### config.mk
export PLATFORM = sky130hd
export DESIGN_NAME = global_average_pool
export DESIGN_NICKNAME = d
export VERILOG_FILES = /design/src/hw/rtl/gap_pkg.sv /design/src/hw/rtl/gap_div.sv /design/src/hw/rtl/global_average_pool.sv
export SDC_FILE = /design/constraint.sdc
export NUM_CORES = 1
export LEC_CHECK = 0
export BUFFER_PORTS_ARGS = -buffer_cell sky130_fd_sc_hd__clkbuf_2
export CAP_MARGIN = 20
export CORE_MARGIN = 2
export CORE_UTILIZATION = 57
export CTS_CLUSTER_SIZE = 25
export DETAILED_ROUTE_END_ITERATION = 16
export PLACE_DENSITY_LB_ADDON = 0.25
export SYNTH_ARGS = -nofsm -noshare
export SYNTH_HDL_FRONTEND = slang
export SYNTH_SLANG_ARGS = --single-unit
### constraint.sdc
create_clock -name aclk -period 6.77 [get_ports aclk]
set_input_delay 0.3385 -clock aclk [delete_from_list [all_inputs] [get_ports aclk]]
set_output_delay 0.3385 -clock aclk [all_outputs]
set_load 0.01 [all_outputs]
### src/hw/rtl/gap_pkg.sv
// ----------------------------------------------------------------------------
// gap_pkg
// Shared widths, limits and register codes for the global average pool.
// ----------------------------------------------------------------------------
package gap_pkg;

    localparam int MAX_SIDE     = 256;
    localparam int MAX_CHANNELS = 4096;
    localparam int SAMPLE_BITS  = 16;

    localparam int SIDE_W   = 9;
    localparam int CHAN_W   = 13;
    localparam int INDEX_W  = 12;
    localparam int COUNT_W  = 16;
    localparam int AREA_W   = 17;
    localparam int SUM_W    = 33;
    localparam int MAG_W    = 32;
    localparam int CFG_IDX_W = 2;
    localparam int CFG_DATA_W = 13;
    localparam int OUT_DATA_W = 32;

    typedef enum logic [CFG_IDX_W-1:0] {
        REG_MAP_WIDTH     = 2'd0,
        REG_MAP_HEIGHT    = 2'd1,
        REG_CHANNEL_COUNT = 2'd2,
        REG_UNUSED        = 2'd3
    } cfg_reg_t;

    // Request towards the divider and its answer.
    typedef struct packed {
        logic                    start;
        logic signed [SUM_W-1:0] dividend;
        logic [AREA_W-1:0]       divisor;
    } div_req_t;

    typedef struct packed {
        logic                          done;
        logic signed [SAMPLE_BITS-1:0] quotient;
    } div_rsp_t;

endpackage

### src/hw/rtl/gap_div.sv
// ----------------------------------------------------------------------------
// gap_div
// Restoring divider, one quotient bit per cycle, signed dividend truncated
// toward zero. The quotient holds until the next request.
// ----------------------------------------------------------------------------
module gap_div (
    input  logic              aclk,
    input  logic              aresetn,
    input  gap_pkg::div_req_t req,
    output gap_pkg::div_rsp_t rsp
);
    import gap_pkg::*;

    localparam int STEP_W = $clog2(MAG_W);

    logic                busy_reg, busy_next;
    logic                done_reg, done_next;
    logic [STEP_W-1:0]   step_reg, step_next;
    logic [AREA_W-1:0]   rem_reg, rem_next;
    logic [MAG_W-1:0]    quo_reg, quo_next;
    logic [AREA_W-1:0]   dsr_reg, dsr_next;
    logic                neg_reg, neg_next;

    logic [MAG_W-1:0]    mag;
    logic [AREA_W:0]     trial;
    logic                fits;

    always_comb begin
        // The largest magnitude, 2^31, still fits in the unsigned magnitude.
        mag   = req.dividend[SUM_W-1] ? MAG_W'(-req.dividend) : MAG_W'(req.dividend);
        trial = {rem_reg, quo_reg[MAG_W-1]};
        fits  = trial >= {1'b0, dsr_reg};

        busy_next = busy_reg;
        done_next = 1'b0;
        step_next = step_reg;
        rem_next  = rem_reg;
        quo_next  = quo_reg;
        dsr_next  = dsr_reg;
        neg_next  = neg_reg;

        if (req.start) begin
            busy_next = 1'b1;
            step_next = '0;
            rem_next  = '0;
            quo_next  = mag;
            dsr_next  = req.divisor;
            neg_next  = req.dividend[SUM_W-1];
        end else if (busy_reg) begin
            rem_next  = fits ? AREA_W'(trial - {1'b0, dsr_reg}) : trial[AREA_W-1:0];
            quo_next  = {quo_reg[MAG_W-2:0], fits};
            step_next = step_reg + STEP_W'(1);
            if (step_reg == STEP_W'(MAG_W - 1)) begin
                busy_next = 1'b0;
                done_next = 1'b1;
            end
        end
    end

    always_ff @(posedge aclk) begin
        if (!aresetn) begin
            busy_reg <= 1'b0;
            done_reg <= 1'b0;
        end else begin
            busy_reg <= busy_next;
            done_reg <= done_next;
        end
        step_reg <= step_next;
        rem_reg  <= rem_next;
        quo_reg  <= quo_next;
        dsr_reg  <= dsr_next;
        neg_reg  <= neg_next;
    end

    // The magnitude of the mean never exceeds the sample range, so the low
    // bits carry the whole quotient.
    assign rsp.done     = done_reg;
    assign rsp.quotient = neg_reg ? SAMPLE_BITS'(~quo_reg[SAMPLE_BITS-1:0] + 1'b1)
                                  : quo_reg[SAMPLE_BITS-1:0];

endmodule

### src/hw/rtl/global_average_pool.sv
// ----------------------------------------------------------------------------
// global_average_pool
// Global average pooling over channel-major samples, one mean per channel.
// ----------------------------------------------------------------------------
// Samples within a channel are taken one per cycle. The last sample of a
// channel starts a 32-step restoring division, one bit per cycle, and the
// mean is loaded into the output register once the division is done. The
// input is stalled while the divider runs, or while a finished mean waits
// for the output register to empty. Synchronous active-low reset clears the
// sums, counters and handshake state and sets the registers to 1.
module global_average_pool (
    input  logic        aclk,
    input  logic        aresetn,
    // Configuration writes
    input  logic                                 cfg_valid,
    output logic                                 cfg_ready,
    input  logic [gap_pkg::CFG_IDX_W-1:0]        cfg_index,
    input  logic [gap_pkg::CFG_DATA_W-1:0]       cfg_data,
    // Sample stream
    input  logic                                 s_tvalid,
    output logic                                 s_tready,
    input  logic [gap_pkg::SAMPLE_BITS-1:0]      s_tdata,   // [15:0] sample
    // Channel means
    output logic                                 m_tvalid,
    input  logic                                 m_tready,
    output logic [gap_pkg::OUT_DATA_W-1:0]       m_tdata,   // [15:0] average,
                                                            // [27:16] channel_index,
                                                            // [31:28] zero
    output logic                                 m_tlast    // image_done
);
    import gap_pkg::*;

    typedef enum logic [2:0] {
        ST_ACC  = 3'b001,
        ST_DIV  = 3'b010,
        ST_WAIT = 3'b100
    } state_t;

    state_t                   state_reg, state_next;
    logic [SIDE_W-1:0]        width_reg, height_reg;
    logic [CHAN_W-1:0]        chans_reg;
    logic signed [SUM_W-1:0]  sum_reg, sum_next;
    logic signed [SUM_W-1:0]  fin_sum_reg, fin_sum_next;
    logic [COUNT_W-1:0]       cnt_reg, cnt_next;
    logic [INDEX_W-1:0]       chan_reg, chan_next;
    logic [INDEX_W-1:0]       pend_idx_reg, pend_idx_next;
    logic                     pend_last_reg, pend_last_next;
    logic                     start_reg, start_next;
    logic                     out_valid_reg, out_valid_next;
    logic [SAMPLE_BITS-1:0]   out_avg_reg, out_avg_next;
    logic [INDEX_W-1:0]       out_idx_reg, out_idx_next;
    logic                     out_last_reg, out_last_next;

    logic [SIDE_W-1:0]        w_eff, h_eff;
    logic [CHAN_W-1:0]        c_eff;
    logic [AREA_W-1:0]        area;
    logic [AREA_W-1:0]        cnt_inc;
    logic signed [SUM_W-1:0]  sum_acc;
    logic                     chan_end, img_last, s_accept, out_free, load_out;
    div_req_t                 div_req;
    div_rsp_t                 div_rsp;

    function automatic logic [SIDE_W-1:0] clamp_side(input logic [SIDE_W-1:0] v);
        if (v == '0)                       return SIDE_W'(1);
        else if (v > SIDE_W'(MAX_SIDE))    return SIDE_W'(MAX_SIDE);
        else                               return v;
    endfunction

    function automatic logic [CHAN_W-1:0] clamp_chan(input logic [CHAN_W-1:0] v);
        if (v == '0)                         return CHAN_W'(1);
        else if (v > CHAN_W'(MAX_CHANNELS))  return CHAN_W'(MAX_CHANNELS);
        else                                 return v;
    endfunction

    assign cfg_ready = 1'b1;

    always_ff @(posedge aclk) begin
        if (!aresetn) begin
            width_reg  <= SIDE_W'(1);
            height_reg <= SIDE_W'(1);
            chans_reg  <= CHAN_W'(1);
        end else if (cfg_valid) begin
            case (cfg_reg_t'(cfg_index))
                REG_MAP_WIDTH:     width_reg  <= cfg_data[SIDE_W-1:0];
                REG_MAP_HEIGHT:    height_reg <= cfg_data[SIDE_W-1:0];
                REG_CHANNEL_COUNT: chans_reg  <= cfg_data;
                default: ;
            endcase
        end
    end

    gap_div u_div (
        .aclk    (aclk),
        .aresetn (aresetn),
        .req     (div_req),
        .rsp     (div_rsp)
    );

    assign div_req.start    = start_reg;
    assign div_req.dividend = fin_sum_reg;
    assign div_req.divisor  = area;

    always_comb begin
        w_eff    = clamp_side(width_reg);
        h_eff    = clamp_side(height_reg);
        c_eff    = clamp_chan(chans_reg);
        area     = AREA_W'(w_eff) * AREA_W'(h_eff);
        cnt_inc  = {1'b0, cnt_reg} + AREA_W'(1);
        chan_end = cnt_inc >= area;
        img_last = ({1'b0, chan_reg} + CHAN_W'(1)) >= c_eff;
        sum_acc  = sum_reg + SUM_W'($signed(s_tdata));
        s_accept = s_tvalid && (state_reg == ST_ACC);
        out_free = !out_valid_reg || m_tready;

        state_next     = state_reg;
        sum_next       = sum_reg;
        fin_sum_next   = fin_sum_reg;
        cnt_next       = cnt_reg;
        chan_next      = chan_reg;
        pend_idx_next  = pend_idx_reg;
        pend_last_next = pend_last_reg;
        start_next     = 1'b0;
        load_out       = 1'b0;

        case (state_reg)
            ST_ACC: begin
                if (s_accept) begin
                    if (chan_end) begin
                        fin_sum_next   = sum_acc;
                        sum_next       = '0;
                        cnt_next       = '0;
                        pend_idx_next  = chan_reg;
                        pend_last_next = img_last;
                        chan_next      = img_last ? '0 : chan_reg + INDEX_W'(1);
                        start_next     = 1'b1;
                        state_next     = ST_DIV;
                    end else begin
                        sum_next = sum_acc;
                        cnt_next = cnt_inc[COUNT_W-1:0];
                    end
                end
            end
            ST_DIV: begin
                if (div_rsp.done) begin
                    if (out_free) begin
                        load_out   = 1'b1;
                        state_next = ST_ACC;
                    end else begin
                        state_next = ST_WAIT;
                    end
                end
            end
            ST_WAIT: begin
                if (out_free) begin
                    load_out   = 1'b1;
                    state_next = ST_ACC;
                end
            end
            default: state_next = ST_ACC;
        endcase

        out_valid_next = load_out ? 1'b1 : (m_tready ? 1'b0 : out_valid_reg);
        out_avg_next   = load_out ? div_rsp.quotient : out_avg_reg;
        out_idx_next   = load_out ? pend_idx_reg     : out_idx_reg;
        out_last_next  = load_out ? pend_last_reg    : out_last_reg;
    end

    always_ff @(posedge aclk) begin
        if (!aresetn) begin
            state_reg     <= ST_ACC;
            sum_reg       <= '0;
            cnt_reg       <= '0;
            chan_reg      <= '0;
            start_reg     <= 1'b0;
            out_valid_reg <= 1'b0;
        end else begin
            state_reg     <= state_next;
            sum_reg       <= sum_next;
            cnt_reg       <= cnt_next;
            chan_reg      <= chan_next;
            start_reg     <= start_next;
            out_valid_reg <= out_valid_next;
        end
        fin_sum_reg   <= fin_sum_next;
        pend_idx_reg  <= pend_idx_next;
        pend_last_reg <= pend_last_next;
        out_avg_reg   <= out_avg_next;
        out_idx_reg   <= out_idx_next;
        out_last_reg  <= out_last_next;
    end

    assign s_tready = (state_reg == ST_ACC);
    assign m_tvalid = out_valid_reg;
    assign m_tdata  = {(OUT_DATA_W - INDEX_W - SAMPLE_BITS)'(0), out_idx_reg, out_avg_reg};
    assign m_tlast  = out_last_reg;

endmodule

== Word-level counts from Yosys, hierarchy flattened ==
Cells that the tools add are included.
W data, S select, Z words.

* Output and inout bits: 36
* Input bits: 36
* Logic and storage cells: 97
* Register bits: 246

* Add/sub/neg operators: 8
* Magnitude comparators: 6
* Mux-type cells: 30
* Multiply operators: 1
* Reduce and logical (&&, ||, !) cells: 17
* Bitwise logic cells: 3
* Equal/unequal tests: 10

{| class="wikitable"
|+ Operators with widths
! cell !! count
|-
| $mux W32 || 3
|-
| $mux W9 || 4
|-
| $add A33 B16 Y33 || 1
|-
| $mux W33 || 1
|-
| $mux W16 || 2
|-
| $neg A32 Y32 || 1
|-
| $mux W13 || 2
|-
| $ge A18 B17 Y1 || 1
|-
| $gt A9 B9 Y1 const B || 2
|-
| $logic_not A9 Y1 || 2
|-
| $add A16 B1 Y17 const B || 1
|-
| $ge A17 B17 Y1 || 1
|-
| $mul A9 B9 Y17 || 1
|-
| $mux W17 || 1
|-
| $sub A17 B17 Y17 || 1
|-
| $add A16 B1 Y16 const B || 1
|-
| $not A16 Y16 || 1
|-
| $mux W3 || 5
|-
| $add A12 B1 Y13 const B || 1
|-
| $ge A13 B13 Y1 || 1
|-
| $gt A13 B13 Y1 const B || 1
|-
| $logic_not A13 Y1 || 1
|-
| $add A12 B1 Y12 const B || 1
|-
| $mux W12 || 1
|-
| 22 further kinds || 38
|}

== Depth between registers and ports, before layout ==
* Word-level depth: 8
* Gate-level depth with buffers: 33
* Gate-level depth less buffers: 31

== By module ==
From an unflattened synthesis, not the netlist that was laid out.

* Cell total of the unflattened synthesis: 1704
* Area, all modules: 16190.5 sq um

{| class="wikitable"
|+ By module, submodules not included
! module !! cells each !! seq. area each (sq um) !! times used !! area each (sq um)
|-
| global_average_pool || 1207 || 4194.0 || 1 || 11432.2
|-
| gap_div || 497 || 1981.9 || 1 || 4758.3
|}

== Worst setup path before layout ==
OpenSTA, ideal clock, no wires.

* Path kind: flip-flop to flip-flop
* Start point: register height_reg[2]
* End point: register fin_sum_reg[0] (enable)
* Data arrival time: 6.962 ns
* Buffers on the path: 1
* Stages on the path, launching flop included: 28
* Path slack: -0.593 ns
* Path through: dfxtp_1 > nor4_1 > a21oi_1 > nor2_1 > nand2_1 > fa_1 > inv_1 > fa_1 > ha_1 > inv_1 > fa_1 > inv_1 > ha_1 > a21o_1 > a21oi_1 > nor2b_1 > o21a_1 > nor3_1 > o31ai_1 > o41ai_1 > xnor2_1 > ha_1 > nand4_1 > or2_2 > nor3_1 > o31ai_1 > clkbuf_1 > inv_1

* Longest elaborated chain between the ends: 6
* Elaborated cells between the ends (all ways): 7
* Those cells by class: 1 x mul; 2 x order compare; 2 x mux; 2 x reduce/logical

{| class="wikitable"
|+ RTL lines
! element !! line !! text
|-
| start, declared || global_average_pool.sv:40 || <nowiki>logic [SIDE_W-1:0] width_reg, height_reg;</nowiki>
|-
| start signal, assigned || global_average_pool.sv:85 || <nowiki>REG_MAP_HEIGHT: height_reg <= cfg_data[SIDE_W-1:0];</nowiki>
|-
| $gt A9 B9 Y1 || global_average_pool.sv:65 || <nowiki>else if (v > SIDE_W'(MAX_SIDE)) return SIDE_W'(MAX_SIDE);</nowiki>
|-
| $mux W9 || global_average_pool.sv:65 ||
|-
| $mux W9 (*) || global_average_pool.sv:64 || <nowiki>if (v == '0) return SIDE_W'(1);</nowiki>
|-
| $mul A9 B9 Y17 (*) || global_average_pool.sv:107 || <nowiki>area = AREA_W'(w_eff) * AREA_W'(h_eff);</nowiki>
|-
| $ge A17 B17 Y1 (*) || global_average_pool.sv:109 || <nowiki>chan_end = cnt_inc >= area;</nowiki>
|-
| $reduce_and A3 Y1 (no source line) (*) || - ||
|-
| end signal, assigned || global_average_pool.sv:184 || <nowiki>fin_sum_reg <= fin_sum_next;</nowiki>
|-
| end, declared || global_average_pool.sv:43 || <nowiki>logic signed [SUM_W-1:0] fin_sum_reg, fin_sum_next;</nowiki>
|}

Every way passes the cells marked *; elsewhere a longest branch is shown, timed or not.
A chain may end at the register's enable or synchronous reset.

== Final worst setup path ==
* Start point: register height_reg[5]
* End point: register chan_reg[3]

* Longest elaborated chain between the ends: 6
* Elaborated cells between the ends (all ways): 7
* Those cells by class: 1 x mul; 2 x order compare; 2 x mux; 2 x reduce/logical

{| class="wikitable"
|+ RTL lines
! element !! line !! text
|-
| $gt A9 B9 Y1 || global_average_pool.sv:65 ||
|-
| $mux W9 || global_average_pool.sv:65 ||
|-
| $mux W9 (*) || global_average_pool.sv:64 ||
|-
| $mul A9 B9 Y17 (*) || global_average_pool.sv:107 ||
|-
| $ge A17 B17 Y1 (*) || global_average_pool.sv:109 ||
|-
| $reduce_and A3 Y1 (no source line) (*) || - ||
|-
| end signal, assigned || global_average_pool.sv:180 || <nowiki>chan_reg <= chan_next;</nowiki>
|-
| end, declared || global_average_pool.sv:45 || <nowiki>logic [INDEX_W-1:0] chan_reg, chan_next;</nowiki>
|}

Marked as above.

==> impl_metrics.toml <==
[sta]
relSlewSlack = 0.314
hold_violations = 0
setup_viol = 0
timing.clock.skew_ns = 0.0141
rsz0062_at_grt = "true"
tightestPinTransition_ns = 1.03
drv_slew = 0
period_minus_slack_ns = 6.76
fmax_ghz = 0.148
post-route-period-util = 0.998

[floorplanning]
fp.coreArea_um2 = 27900
dieArea_um2 = 29700
die_w_um = 172
start_util = 0.581
num_rows = 61
io_pins = 72
die_y_um = 172

[layout]
final_common_cell = "nor2_1"
final_cells = 2233
final_cell_mix = "nor2_1 (174), nand2_1 (163), inv_1 (136)"
diodes = 0
drive_gt1_frac = 0.122
layout.nets = 2042
area_delta_synth_final_pct = 13.0

[global_route]
grt_pass1_vias = 12100
gr-usage-all-layers = 0.237
grt_max_degree = 93
grt_pass1_wl_mm = 57.5
antenna_found_initial = 0
overflow = 0

[critical_path]
slowest_stage = "fa_1"
worst_setup_path_end_kind = "flop"
worst-setup-path-type = "reg -> reg"
r2r_setup_slack_ns = 0.01
crit_family = "adder cells"
arrival_ns = 7.21
worstPathMaxFanout = 7
max_stage_delay_ns = 0.52
cpMostUsedCell = "buf_6"
worst-path-buf-inv = 7
setup.worst_path.start_class = "flop"
required_ns = 7.22

[synth]
yosys.area.top_type_share = 0.232
synth-edff-count = 125
synthArstFlopShare = 0
netlist_instances = 1749
yosysSeqAreaShare = 0.382
syn_area_per_cell_um2 = 9.25
synth_area_um2 = 16200
yosysWarnings = 0
synth_cell_type_count = 67
synth_area_leaders = "edfxtp_1 (23%), dfxtp_1 (15%), ha_1 (9.4%)"
synth_ff_type = "edfxtp_1"
synth_top_area_cell = "edfxtp_1"
synth-seq-cells = 246

[route]
drc = 0
routedWlPerCell_um = 16.0
dr.pass1.iters = 5
wirelength_mm = 35.7
drtIter0Drc = 890
postRouteAntennaNets = 0
vias_per_cell = 5.65
routed-via-count = 12600

[clock_network]
clk_pin_slew_ns = 0.06
clock-sinks = 246
cts_tree = "built"
clockBufferDepth = 3
root_buffer = "clkbuf_16"
holdBufCountCts = 0
cts_made_buffers = 27
cts-htree-levels = 1
worstSkewPairLatency_ns = 0.54

[worst_hold_path]
hold_class = "in -> reg"

[placed_design]
place.gp.congestion = 0.906
io_buffer_count = 66
dp_cells = 2169
hpwl_mm = 26.2

[pwr]
cellPowerDensity_nw_per_um2 = 291
peakVddDrop_v = 0.000165
p_leak_uw = 0.00790
power_uw = 5310

[job]
cap_violations = 0

[status]
status = "finished clean"
## worst min-delay path: stages
cell and delay, ns:
clkbuf_2 0.08, nand2_1 0.04, a21oi_1 0.05
## worst paths after layout
check / cells after the start / start / endpoint
max: 31 / height_reg[5] / chan_reg[3]
min: 3 / cfg_data[12] / chans_reg[12]
max reg2reg: 31 / height_reg[5] / chan_reg[3]
min reg2reg: 0 / pend_idx_reg[11] / out_idx_reg[11]
## cells in the mapped netlist (3+ instances only)
master and n:
dfxtp_1 121, a22o_1 12, o21a_1 12, a311oi_1 4, nor2_1 177, nand2_1 166, nand4_1 11, or3_1 10
ha_1 121, clkbuf_1 61, xnor2_1 63, o21ai_0 46, nand3b_1 15, a22oi_1 13, nor3b_1 7, and3_1 33
nor3_1 28, xor2_1 66, o21bai_1 11, or3b_2 3, or4_1 9, a211oi_1 18, and2_1 18, edfxtp_1 125
o31ai_1 20, nor4_1 8, fa_1 51, nand3_1 30, a21o_1 30, o41ai_1 12, buf_1 6, mux2i_1 28
or3_4 5, nor2b_1 27, a21oi_1 138, nand2b_1 27, o211ai_1 8, or2_2 6, a31oi_1 21, buf_4 5
inv_1 140
## cells by family (layout without fill, tap and decap cells)
logic type | Yosys count | count (layout) | share of synthesized area
adder cells (fa/ha/maj) | 172 | 172 | 0.157
buffers and inverters | 213 | 316 | 0.0507
flip-flops | 246 | 246 | 0.382
AO/OA/AOI/OAI | 370 | 370 | 0.146
XOR/XNOR | 129 | 129 | 0.0699
other | 2 | 5 | 0.000464
AND/OR/NAND/NOR | 589 | 589 | 0.177
multiplexers | 28 | 28 | 0.0173
## where the power goes
part	internal (uW)	switching, uW	total [uW]
sequential	1890	181	2070
clock	798	595	1390
combinational	767	1090	1850
## cell type report
cell class	count	area (um^2)
clock buffers	37	733
clock inverters	13	104
fillers	2231	9590
inverters	140	529
multi-input cells	1293	9410
flip-flops and latches	246	6180
well taps	378	473
repair buffers	126	838
## what timing repair did
action	4_1_cts	5_1_grt
gates cloned	0	2
setup buffers	3	10
setup endpoints to repair	11	107
pin swaps	2	41
gates resized for setup	4	49
## through the flow
step,setup WS (ns),setup TNS (ns),hold WS (ns),util,area (um^2)
after floorplan,0.0120,0,0.400,-,16200
after CTS,-0.00670,-0.00670,0.00422,0.646,18000
after global routing,-0.235,-8.44,0.0206,0.656,18300
after detailed placement,-0.0806,-0.255,0.407,0.614,17100
final,0.0110,0,0.0147,0.656,18300
after global placement,0.0294,0,0.404,0.614,17100
## routing by layer
layer | global-route usage | vias up | part of all wire | wire length (um)
met5 | 0 | - | 0 | 0
met4 | 0.0771 | 0 | 0.032 | 1130
met3 | 0.0291 | 80 | 0.055 | 1970
met2 | 0.400 | 329 | 0.46 | 16500
met1 | 0.319 | 5914 | 0.45 | 16100
li1 | - | 6296 | - | -
No activity file was read; power rests on OpenSTA's default activity.
